--- src/hdl/vapt_pkg.sv ---
`timescale 1ns / 1ps
// ----------------------------------------------------------------------------
// Valve actuator position tracker: shared definitions
// Opcodes of the input word, the valve state encoding, field widths and the threshold reset value.
// ----------------------------------------------------------------------------
package vapt_pkg;

  typedef enum logic [1:0] {
    OP_TICK   = 2'd0,
    OP_POWER  = 2'd1,
    OP_DIR    = 2'd2,
    OP_SAMPLE = 2'd3
  } op_e;

  typedef enum logic [2:0] {
    ST_UNKNOWN = 3'd0,
    ST_CLOSED  = 3'd1,
    ST_OPENING = 3'd2,
    ST_OPENED  = 3'd3,
    ST_CLOSING = 3'd4
  } valve_state_e;

  localparam int unsigned OpBits    = 2;
  localparam int unsigned StateBits = 3;

  // Reset value of the current threshold in milliamps.
  localparam int unsigned ThresholdReset = 50;

endpackage

--- src/hdl/valve_actuator_position_tracker.sv ---
`timescale 1ns / 1ps
// ----------------------------------------------------------------------------
// Valve actuator position tracker
// An accepted input word is held in the input register, passes through the
// core logic, and its result is registered in the output register.
// Throughput: one word per cycle while results are taken. While the output
// side holds off, one more word is taken into the input register, then the
// input stalls until the result register drains.
// Reset (asynchronous, active low) sets the valve state to unknown, clears
// relays, peak current and timers, and loads the threshold with 50 mA.
// ----------------------------------------------------------------------------
module valve_actuator_position_tracker
  import vapt_pkg::*;
#(
  parameter int unsigned CURRENT_BITS = 12,
  parameter int unsigned TIME_BITS    = 32
) (
  input  logic                    clk_i,
  input  logic                    rst_ni,
  input  logic                    cfg_valid,
  output logic                    cfg_ready,
  input  logic [CURRENT_BITS-1:0] cfg_data,
  input  logic                    s_axis_tvalid,
  output logic                    s_axis_tready,
  // relay_on, current_ma
  input  logic [((CURRENT_BITS+1+7)/8)*8-1:0] s_axis_tdata,
  // opcode
  input  logic [OpBits-1:0]       s_axis_tuser,
  output logic                    m_axis_tvalid,
  input  logic                    m_axis_tready,
  // valve_state, state_changed, peak_current_ma, actuation_time_ms
  output logic [((StateBits+1+CURRENT_BITS+TIME_BITS+7)/8)*8-1:0] m_axis_tdata
);

  localparam int unsigned ResBits  = StateBits + 1 + CURRENT_BITS + TIME_BITS;
  localparam int unsigned OutBytes = (ResBits + 7) / 8;
  localparam int unsigned OutBits  = OutBytes * 8;

  op_e                     item_opcode;
  logic                    item_relay_on;
  logic [CURRENT_BITS-1:0] item_current_ma;
  logic                    item_valid;
  logic                    item_take;
  logic                    res_ready;
  valve_state_e            res_state;
  logic                    res_changed;
  logic [CURRENT_BITS-1:0] res_peak;
  logic [TIME_BITS-1:0]    res_time;
  logic [OutBits-1:0]      res_data;

  assign cfg_ready = 1'b1;
  assign item_take = item_valid && res_ready;

  vapt_in_reg #(
    .CURRENT_BITS(CURRENT_BITS)
  ) u_in_reg (
    .clk_i       (clk_i),
    .rst_ni      (rst_ni),
    .in_valid_i  (s_axis_tvalid),
    .in_ready_o  (s_axis_tready),
    .opcode_i    (op_e'(s_axis_tuser)),
    .relay_on_i  (s_axis_tdata[0]),
    .current_ma_i(s_axis_tdata[CURRENT_BITS:1]),
    .item_valid_o(item_valid),
    .item_take_i (item_take),
    .opcode_o    (item_opcode),
    .relay_on_o  (item_relay_on),
    .current_ma_o(item_current_ma)
  );

  vapt_core #(
    .CURRENT_BITS(CURRENT_BITS),
    .TIME_BITS   (TIME_BITS)
  ) u_core (
    .clk_i              (clk_i),
    .rst_ni             (rst_ni),
    .cfg_we_i           (cfg_valid && cfg_ready),
    .cfg_data_i         (cfg_data),
    .step_i             (item_take),
    .opcode_i           (item_opcode),
    .relay_on_i         (item_relay_on),
    .current_ma_i       (item_current_ma),
    .valve_state_o      (res_state),
    .state_changed_o    (res_changed),
    .peak_current_ma_o  (res_peak),
    .actuation_time_ms_o(res_time)
  );

  assign res_data = OutBits'({res_time, res_peak, res_changed, res_state});

  vapt_out_reg #(
    .DATA_BITS(OutBits)
  ) u_out_reg (
    .clk_i      (clk_i),
    .rst_ni     (rst_ni),
    .res_valid_i(item_valid),
    .res_ready_o(res_ready),
    .res_data_i (res_data),
    .out_valid_o(m_axis_tvalid),
    .out_ready_i(m_axis_tready),
    .out_data_o (m_axis_tdata)
  );

endmodule

--- src/hdl/vapt_in_reg.sv ---
`timescale 1ns / 1ps
// ----------------------------------------------------------------------------
// Input register
// Holds one accepted word until the tracker core consumes it.
// ----------------------------------------------------------------------------
module vapt_in_reg
  import vapt_pkg::*;
#(
  parameter int unsigned CURRENT_BITS = 12
) (
  input  logic                    clk_i,
  input  logic                    rst_ni,
  input  logic                    in_valid_i,
  output logic                    in_ready_o,
  input  op_e                     opcode_i,
  input  logic                    relay_on_i,
  input  logic [CURRENT_BITS-1:0] current_ma_i,
  output logic                    item_valid_o,
  input  logic                    item_take_i,
  output op_e                     opcode_o,
  output logic                    relay_on_o,
  output logic [CURRENT_BITS-1:0] current_ma_o
);

  logic                    valid_q, valid_d;
  op_e                     opcode_q;
  logic                    relay_on_q;
  logic [CURRENT_BITS-1:0] current_ma_q;
  logic                    load;

  assign in_ready_o = !valid_q || item_take_i;
  assign load       = in_valid_i && in_ready_o;

  always_comb begin
    valid_d = valid_q;
    if (load) begin
      valid_d = 1'b1;
    end else if (item_take_i) begin
      valid_d = 1'b0;
    end
  end

  always_ff @(posedge clk_i or negedge rst_ni) begin
    if (!rst_ni) begin
      valid_q <= 1'b0;
    end else begin
      valid_q <= valid_d;
    end
  end

  always_ff @(posedge clk_i) begin
    if (load) begin
      opcode_q     <= opcode_i;
      relay_on_q   <= relay_on_i;
      current_ma_q <= current_ma_i;
    end
  end

  assign item_valid_o = valid_q;
  assign opcode_o     = opcode_q;
  assign relay_on_o   = relay_on_q;
  assign current_ma_o = current_ma_q;

endmodule

--- src/hdl/vapt_core.sv ---
`timescale 1ns / 1ps
// ----------------------------------------------------------------------------
// Tracker core
// Valve state, relay levels, peak current and timers, updated once per word.
// ----------------------------------------------------------------------------
module vapt_core
  import vapt_pkg::*;
#(
  parameter int unsigned CURRENT_BITS = 12,
  parameter int unsigned TIME_BITS    = 32
) (
  input  logic                    clk_i,
  input  logic                    rst_ni,
  input  logic                    cfg_we_i,
  input  logic [CURRENT_BITS-1:0] cfg_data_i,
  input  logic                    step_i,
  input  op_e                     opcode_i,
  input  logic                    relay_on_i,
  input  logic [CURRENT_BITS-1:0] current_ma_i,
  output valve_state_e            valve_state_o,
  output logic                    state_changed_o,
  output logic [CURRENT_BITS-1:0] peak_current_ma_o,
  output logic [TIME_BITS-1:0]    actuation_time_ms_o
);

  logic [CURRENT_BITS-1:0] threshold_q;
  valve_state_e            state_q, state_d;
  logic                    power_q, power_d;
  logic                    dir_q, dir_d;
  logic [CURRENT_BITS-1:0] peak_q, peak_d;
  logic [TIME_BITS-1:0]    elapsed_q, elapsed_d;
  logic [TIME_BITS-1:0]    actuation_q, actuation_d;
  logic                    enter;
  valve_state_e            target;
  logic                    changed;

  always_comb begin
    state_d     = state_q;
    power_d     = power_q;
    dir_d       = dir_q;
    peak_d      = peak_q;
    elapsed_d   = elapsed_q;
    actuation_d = actuation_q;
    enter       = 1'b0;
    target      = dir_q ? ST_OPENING : ST_CLOSING;

    case (opcode_i)
      OP_TICK: begin
        if (elapsed_q != {TIME_BITS{1'b1}}) begin
          elapsed_d = elapsed_q + {{(TIME_BITS-1){1'b0}}, 1'b1};
        end
      end
      OP_POWER: begin
        if (relay_on_i != power_q) begin
          power_d = relay_on_i;
          if (relay_on_i) begin
            peak_d      = '0;
            actuation_d = '0;
            enter       = 1'b1;
          end
        end
      end
      OP_DIR: begin
        if (relay_on_i != dir_q) begin
          dir_d  = relay_on_i;
          target = relay_on_i ? ST_OPENING : ST_CLOSING;
          enter  = power_q;
        end
      end
      OP_SAMPLE: begin
        if (current_ma_i >= threshold_q) begin
          if (current_ma_i > peak_q) begin
            peak_d = current_ma_i;
          end
          actuation_d = elapsed_q;
          enter       = 1'b1;
        end else if (state_q == ST_OPENING) begin
          actuation_d = elapsed_q;
          target      = ST_OPENED;
          enter       = 1'b1;
        end else if (state_q == ST_CLOSING) begin
          actuation_d = elapsed_q;
          target      = ST_CLOSED;
          enter       = 1'b1;
        end
      end
      default: begin
      end
    endcase

    // Entering the state the valve is already in is not a change.
    changed = enter && (target != state_q);
    if (changed) begin
      state_d   = target;
      elapsed_d = '0;
    end
  end

  always_ff @(posedge clk_i or negedge rst_ni) begin
    if (!rst_ni) begin
      threshold_q <= CURRENT_BITS'(ThresholdReset);
      state_q     <= ST_UNKNOWN;
      power_q     <= 1'b0;
      dir_q       <= 1'b0;
      peak_q      <= '0;
      elapsed_q   <= '0;
      actuation_q <= '0;
    end else begin
      if (cfg_we_i) begin
        threshold_q <= cfg_data_i;
      end
      if (step_i) begin
        state_q     <= state_d;
        power_q     <= power_d;
        dir_q       <= dir_d;
        peak_q      <= peak_d;
        elapsed_q   <= elapsed_d;
        actuation_q <= actuation_d;
      end
    end
  end

  // The result carries the state after this word.
  assign valve_state_o       = state_d;
  assign state_changed_o     = changed;
  assign peak_current_ma_o   = peak_d;
  assign actuation_time_ms_o = actuation_d;

endmodule

--- src/hdl/vapt_out_reg.sv ---
`timescale 1ns / 1ps
// ----------------------------------------------------------------------------
// Output register
// Holds one result word until the downstream side takes it.
// ----------------------------------------------------------------------------
module vapt_out_reg #(
  parameter int unsigned DATA_BITS = 48
) (
  input  logic                 clk_i,
  input  logic                 rst_ni,
  input  logic                 res_valid_i,
  output logic                 res_ready_o,
  input  logic [DATA_BITS-1:0] res_data_i,
  output logic                 out_valid_o,
  input  logic                 out_ready_i,
  output logic [DATA_BITS-1:0] out_data_o
);

  logic                 valid_q, valid_d;
  logic [DATA_BITS-1:0] data_q;
  logic                 load;

  assign res_ready_o = !valid_q || out_ready_i;
  assign load        = res_valid_i && res_ready_o;

  always_comb begin
    valid_d = valid_q;
    if (load) begin
      valid_d = 1'b1;
    end else if (out_ready_i) begin
      valid_d = 1'b0;
    end
  end

  always_ff @(posedge clk_i or negedge rst_ni) begin
    if (!rst_ni) begin
      valid_q <= 1'b0;
    end else begin
      valid_q <= valid_d;
    end
  end

  always_ff @(posedge clk_i) begin
    if (load) begin
      data_q <= res_data_i;
    end
  end

  assign out_valid_o = valid_q;
  assign out_data_o  = data_q;

endmodule

--- config.mk ---
export PLATFORM = sky130hd
export DESIGN_NAME = valve_actuator_position_tracker
export DESIGN_NICKNAME = d
export VERILOG_FILES = /design/src/hdl/vapt_pkg.sv /design/src/hdl/valve_actuator_position_tracker.sv /design/src/hdl/vapt_in_reg.sv /design/src/hdl/vapt_core.sv /design/src/hdl/vapt_out_reg.sv
export SDC_FILE = /design/constraint.sdc
export NUM_CORES = 1
export LEC_CHECK = 0
export BUFFER_PORTS_ARGS = -buffer_cell sky130_fd_sc_hd__buf_2
export CAP_MARGIN = 20
export CORE_UTILIZATION = 59
export DETAILED_ROUTE_END_ITERATION = 12
export PLACE_DENSITY = 0.9
export SETUP_SLACK_MARGIN = 0.3
export SLEW_MARGIN = 20
export SYNTH_ARGS = -nofsm -noshare
export SYNTH_HDL_FRONTEND = slang
export SYNTH_SLANG_ARGS = --single-unit
--- constraint.sdc ---
create_clock -name clk_i -period 3.2 [get_ports clk_i]
set_input_delay 0.64 -clock clk_i [delete_from_list [all_inputs] [get_ports clk_i]]
set_output_delay 0.64 -clock clk_i [all_outputs]
set_load 0.01 [all_outputs]
==> flow_metrics.env, run 1 <==
export IMPL_cap_violations=0
export IMPL_die_area_um2=13400
export IMPL_start_kind="flop"
export IMPL_dieWidth_um=116
export IMPL_clock_latency_ns=0.44
export IMPL_synth_most_common_cell="nand2_1"
export IMPL_grt_max_degree=53
export IMPL_status="finished, final reports clean"
export IMPL_synth_avg_cell_area_um2=10.8
export IMPL_hp_class="input port to async pin"
export IMPL_routabilityCongestion=0.951
export IMPL_synth_seq_cells=158
export IMPL_track_usage_pct=26.6
export IMPL_finalCriticalPeriod_ns=2.74
export IMPL_core_area_um2=12600
export IMPL_fmax_ghz=0.365
export IMPL_yosysWarnings=0
export IMPL_cp_required_ns=3.57
export IMPL_finalSetupTns_ns=0
export IMPL_slew_violations=0
export IMPL_setup_slack_ns=0.457
export IMPL_p_leak_uw=0.00415
export IMPL_synth_top_area_cell="dfrtp_1"
export IMPL_peakVddDrop_v=0.000317
export IMPL_htree_levels=4
export IMPL_grt_pass1_wl_um=27000
export IMPL_utilization_pct=69.3
export IMPL_synth_area_leaders="dfrtp_1 (30%), edfxtp_1 (25%), nand2_1 (6.2%)"
export IMPL_synth_nets=768
export IMPL_port_buffers=81
export IMPL_root_buffer="clkbuf_16"
export IMPL_hpwl_um=10300
export IMPL_netlist_cell_type_count=57
export IMPL_ctsHoldBuffers=0
export IMPL_synth_edf_count=63
export IMPL_hold_violations=0
export IMPL_vias=5643
export IMPL_drt_iter0_drc=576
export IMPL_ys_async_sr_fraction_pct=60.1
export IMPL_drtAntennaViolNets=0
export IMPL_grt_ovfl_total=0
export IMPL_cts_buffers=17
export IMPL_layout_drive_gt1_share_pct=18.7
export IMPL_io_pins=86
export IMPL_die_h_um=116
export IMPL_yosysSeqAreaShare_pct=56.1
export IMPL_synth_top_cell_area_share_pct=30.2
export IMPL_grt_setup_unrepaired="false"
export IMPL_synth_cells=703
export IMPL_path_max_fanout=34
export IMPL_fin_nets=844
export IMPL_grt_pass1_vias=5379
export IMPL_start_util_pct=60.4
export IMPL_via_per_inst=5.85
export IMPL_wire_per_inst_um=17.4
export IMPL_setup_viol=0
export IMPL_antenna_cells=0
export IMPL_syn_area_um2=7620
export IMPL_cp_end_kind="flop"
export IMPL_clock_skew_ns=0.0109
export IMPL_route_detailed_drc=0
export IMPL_worstMarginPinSlew_ns=0.726
export IMPL_cts_tree="built"
export IMPL_antenna_found_initial=0
export IMPL_final_cells=964
export IMPL_fillers=880
export IMPL_drt_wl_total_um=16800
export IMPL_clock_sinks=158
export IMPL_synthTopCellsByCount="nand2_1 (126), dfrtp_1 (92), edfxtp_1 (63)"
export IMPL_worstSetupPathType="flop to flop"
export IMPL_dr_pass1_iters=6
export IMPL_area_delta_synth_final_pct=14.8
export IMPL_place_inst=931
export IMPL_ys_flop_type="dfrtp_1"
export IMPL_min_period_over_period_pct=85.7
export IMPL_arrival_ns=3.11
export IMPL_cts_buffer_depth=2
export IMPL_powerDensity_nw_per_um2=682
export IMPL_path_clk_slew_ns=0.06
export IMPL_max_slew_margin_pct=51.6
export IMPL_fp_row_count=41
export IMPL_place_ws_ns=0.266
export IMPL_finalPower_uw=5970
## cell families (layout without fill, tap and decap cells)
family          Yosys count  after routing  share of synthesized area (%)
fa+ha+maj                30             30                           4.93
flops                   158            158                           56.1
xor+xnor                 33             33                           3.79
simple gates            288            288                           17.9
buf+inv                  76            165                           4.71
other cells               1              1                         0.0492
compound gates           85             85                           8.19
mux                      32             32                           4.30
## worst paths after layout
check | start | endpoint | slack, ns | cells past startpoint
max | u_in_reg.current_ma_o[11] | u_core.actuation_q[20] | 0.46 | 9
min | rst_ni | u_core.elapsed_q[16] | 0.25 | 1
max reg2reg | u_in_reg.current_ma_o[11] | u_core.actuation_q[20] | 0.46 | 9
min reg2reg | u_core.actuation_q[12] | u_core.actuation_q[12] | 0.50 | 1
max in group asynchronous | rst_ni | u_core.threshold_q[4] | 2.20 | 2
min in group clk_i | s_axis_tdata[3] | u_in_reg.current_ma_o[2] | 0.38 | 1
## where the power goes
group	internal, uW	switching [uW]
Clock	1230	837
Sequential	2430	216
Combinational	511	746
Total	4170	1800
## cell usage in the layout, fill, tap and decap left out, types with 4 or more instances in the layout
cell / instances
mux2_2: 5
inv_6: 5
dfrtp_1: 92
nor2b_1: 6
xnor2_1: 18
ha_1: 30
and4_1: 4
mux2i_1: 26
nand3_1: 45
nor3_1: 8
a21o_1: 4
xor2_1: 15
a22o_1: 32
nand2_1: 126
edfxtp_1: 63
nor2_1: 45
nand4_1: 17
buf_2: 80
inv_1: 39
a21oi_1: 13
buf_4: 11
nand2b_1: 5
o21ai_0: 16
and3_1: 8
clkbuf_16: 17
## per-layer routing
layer	up-vias	wire length [um]	global-route usage, %
li1	2606	-	-
met1	2751	7350	36.9
met2	260	8020	41.9
met3	26	1150	5.02
met4	0	278	10.5
met5	-	0	0
## critical path, stage by stage (launching register included)
cell	delay, ns
edfxtp_1	0.44
ha_1	0.35
and4_1	0.28
nor4b_4	0.31
nand2_2	0.19
a21o_1	0.23
buf_8	0.19
nor2_2	0.12
buf_4	0.34
a22o_1	0.22
## metrics by stage
step	hold WS (ns)	instance area [um2]
global route	0.308	8750
global placement	0.482	8130
detailed placement	0.481	8130
CTS	0.277	8730
finish	0.249	8750
floorplan	0.344	7620
## area by class of cell
class	instances	area [um2]	share of cell area [%]
clock buffers	19	433	4.95
clock inverters	13	160	1.83
inverters	40	150	1.72
multi-input cells	469	3000	34.3
flip-flops and latches	158	4270	48.9
well taps	172	215	2.46
repair buffers	93	518	5.92
## state kept, by name (all words and copies together), names as in the netlist
register / flops
u_in_reg.relay_on_o: 1
u_core.power_q: 1
u_core.state_q: 3
u_in_reg.item_valid_o: 1
u_out_reg.out_data_o: 48
u_out_reg.out_valid_o: 1
u_in_reg.current_ma_o: 12
u_core.elapsed_q: 32
u_core.actuation_q: 32
u_core.peak_q: 12
u_in_reg.opcode_o: 2
u_core.threshold_q: 12
u_core.dir_q: 1
## repair_timing
action	in CTS	in global routing
pin swaps	0	1
buffers inserted	0	1
endpoints found under the hold margin	0	0
resized for setup	1	4
endpoints found under the setup margin	32	75
Note: power is estimated with default switching activity, not from simulation.
==> run 2, diff against run 1 <==
--- a/config.mk
+++ b/config.mk
@@ -10,6 +10,7 @@
 export CORE_UTILIZATION = 59
 export DETAILED_ROUTE_END_ITERATION = 12
 export PLACE_DENSITY = 0.9
+export REMOVE_ABC_BUFFERS = 1
 export SETUP_SLACK_MARGIN = 0.3
 export SLEW_MARGIN = 20
 export SYNTH_ARGS = -nofsm -noshare
==> constraint.sdc (replaced) <==
create_clock -name clk_i -period 3.2 [get_ports clk_i]
set_input_delay 0.16 -clock clk_i [delete_from_list [all_inputs] [get_ports clk_i]]
set_output_delay 0.16 -clock clk_i [all_outputs]
set_load 0.01 [all_outputs]
==> run 2 against run 1 <==
Sequential cell count is the same. Fmax down 2.5%. Via count grew 5.1%. Critical path depth decreased by 1. Critical endpoint is now u_out_reg.out_data_o[1]. First-iteration DRC count rose by 10%. Setup slack worse by 0.070 ns. Die area did not move. Final cell count rose by 2.8%. Combinational power up 4%. Worst hold slack worse by 0.23 ns. Largest power group unchanged.
==> flow_metrics.env, run 2 (synthesis gave the netlist of run 1 again) <==
export IMPL_path_clk_slew_ns=0.06
export IMPL_routabilityCongestion=0.859
export IMPL_drtAntennaViolNets=0
export IMPL_powerDensity_nw_per_um2=659
export IMPL_htree_levels=4
export IMPL_cts_buffers=17
export IMPL_root_buffer="clkbuf_16"
export IMPL_io_pins=86
export IMPL_clock_skew_ns=0.00873
export IMPL_place_area_um2=8120
export IMPL_fmax_ghz=0.356
export IMPL_r2r_end="u_out_reg.out_data_o[1]"
export IMPL_mostFrequentLayoutCells="nand2_1 (125), dfrtp_1 (92), buf_2 (80), edfxtp_1 (63)"
export IMPL_grt_pass1_wl_um=29700
export IMPL_status="finished, final reports clean"
export IMPL_hold_ws_ns=0.0150
export IMPL_ff2ff_path_depth=8
export IMPL_core_area_um2=12600
export IMPL_antenna_cells=0
export IMPL_drt_wl_total_um=18400
export IMPL_peakVddDrop_v=0.000366
export IMPL_dieWidth_um=116
export IMPL_track_usage_pct=29.5
export IMPL_max_slew_margin_pct=37.3
export IMPL_p_leak_uw=0.00424
export IMPL_clock_latency_ns=0.43
export IMPL_min_path_cells=3
export IMPL_arrival_ns=2.99
export IMPL_clock_sinks=158
export IMPL_area_delta_synth_final_pct=17.8
export IMPL_cts_buffer_depth=2
export IMPL_fin_nets=871
export IMPL_largest_reg_flops=48
export IMPL_layout_drive_gt1_share_pct=17.8
export IMPL_drt_iter0_drc=636
export IMPL_path_max_fanout=6
export IMPL_grt_pass1_vias=5931
export IMPL_rrSetupSlack_ns=0.39
export IMPL_worstSetupPathType="flop to flop"
export IMPL_cap_violations=0
export IMPL_hold_end="u_core.threshold_q[4]"
export IMPL_die_h_um=116
export IMPL_hp_class="input port to flop"
export IMPL_min_period_over_period_pct=87.9
export IMPL_r2r_start="u_core.threshold_q[5]"
export IMPL_cts_tree="built"
export IMPL_dr_pass1_iters=6
export IMPL_via_per_inst=5.98
export IMPL_wire_per_inst_um=18.6
export IMPL_slew_violations=0
export IMPL_min_from="cfg_data[4]"
export IMPL_worstMarginPinSlew_ns=0.940
export IMPL_cp_required_ns=3.38
export IMPL_fp_row_count=41
export IMPL_start_util_pct=60.4
export IMPL_start_kind="flop"
export IMPL_mostFrequentLayoutCell="nand2_1"
export IMPL_stdcell_area_um2=8980
export IMPL_final_cells=991
export IMPL_finalCriticalPeriod_ns=2.81
export IMPL_cp_end_kind="flop"
export IMPL_place_inst=931
export IMPL_antenna_found_initial=0
export IMPL_hold_violations=0
export IMPL_grt_max_degree=45
export IMPL_hpwl_um=10300
export IMPL_route_detailed_drc=0
export IMPL_port_buffers=81
export IMPL_vias=5928
export IMPL_grt_setup_unrepaired="false"
export IMPL_setup_viol=0
export IMPL_die_area_um2=13400
export IMPL_grt_ovfl_total=0
run 2: per-stage QoR:
step | TNS (ns) | power, uW | worst slack [ns] | utilization, %
after floorplan | -0.322 | 3440 | -0.141 | -
after global placement | 0 | 3780 | 0.402 | 64.3
after detailed placement | 0 | 3850 | 0.232 | 64.3
after CTS | 0 | 5820 | 0.343 | 71.0
after global routing | 0 | 6160 | 0.318 | 71.1
final | 0 | 5910 | 0.387 | 71.1
run 2: final cells by class:
class                   count  area [um2]
well taps                 172         215
flip-flops and latches    158        4270
clock inverters            13         124
clock buffers              19         433
repair buffers            120         786
fillers                   787        3640
inverters                  40         150
multi-input cells         469        3000
run 2: where the power goes:
group	total (uW)	leakage [uW]	switching, uW	internal, uW
combinational	1310	0.00208	784	524
clock	1950	0.000267	818	1130
sequential	2650	0.00189	227	2430
total	5910	0.00424	1830	4090
run 2: routing by layer:
metal | wire (um) | vias to the layer above | part of all wire (%) | global-route usage [%]
met5 | 0 | - | 0 | 0
met4 | 1080 | 0 | 5.9 | 20.6
met3 | 1260 | 92 | 6.8 | 6.17
met2 | 8810 | 353 | 48 | 47.0
met1 | 7250 | 2826 | 39 | 36.2
li1 | - | 2657 | - | -
run 2: what timing repair did:
item,4_1_cts,5_1_grt
gates resized for setup,1,6
hold endpoints to repair,52,0
endpoints found under the setup margin,22,73
setup buffers,0,0
hold buffers,28,0
cloned,0,0
run 2: worst max path at each step:
stage	cells past startpoint	start	endpoint	slack [ns]
after floorplan	7	u_in_reg.current_ma_o[11]	u_out_reg.out_data_o[1]	-0.14
after global placement	8	u_core.threshold_q[5]	u_core.actuation_q[12]	0.40
after detailed placement	8	u_core.threshold_q[5]	u_core.actuation_q[14]	0.23
after CTS	8	u_core.threshold_q[5]	u_out_reg.out_data_o[7]	0.34
after global routing	8	u_in_reg.current_ma_o[11]	u_core.elapsed_q[1]	0.32
final	8	u_core.threshold_q[5]	u_out_reg.out_data_o[1]	0.39
run 2: critical path, stage by stage, from the launching register on:
cell and delay (ns):
dfstp_2 0.53, inv_1 0.05, ha_1 0.30, a21oi_1 0.14, o21ai_0 0.15, a21oi_1 0.58
a41oi_1 0.21, o32a_1 0.33, mux2_2 0.27
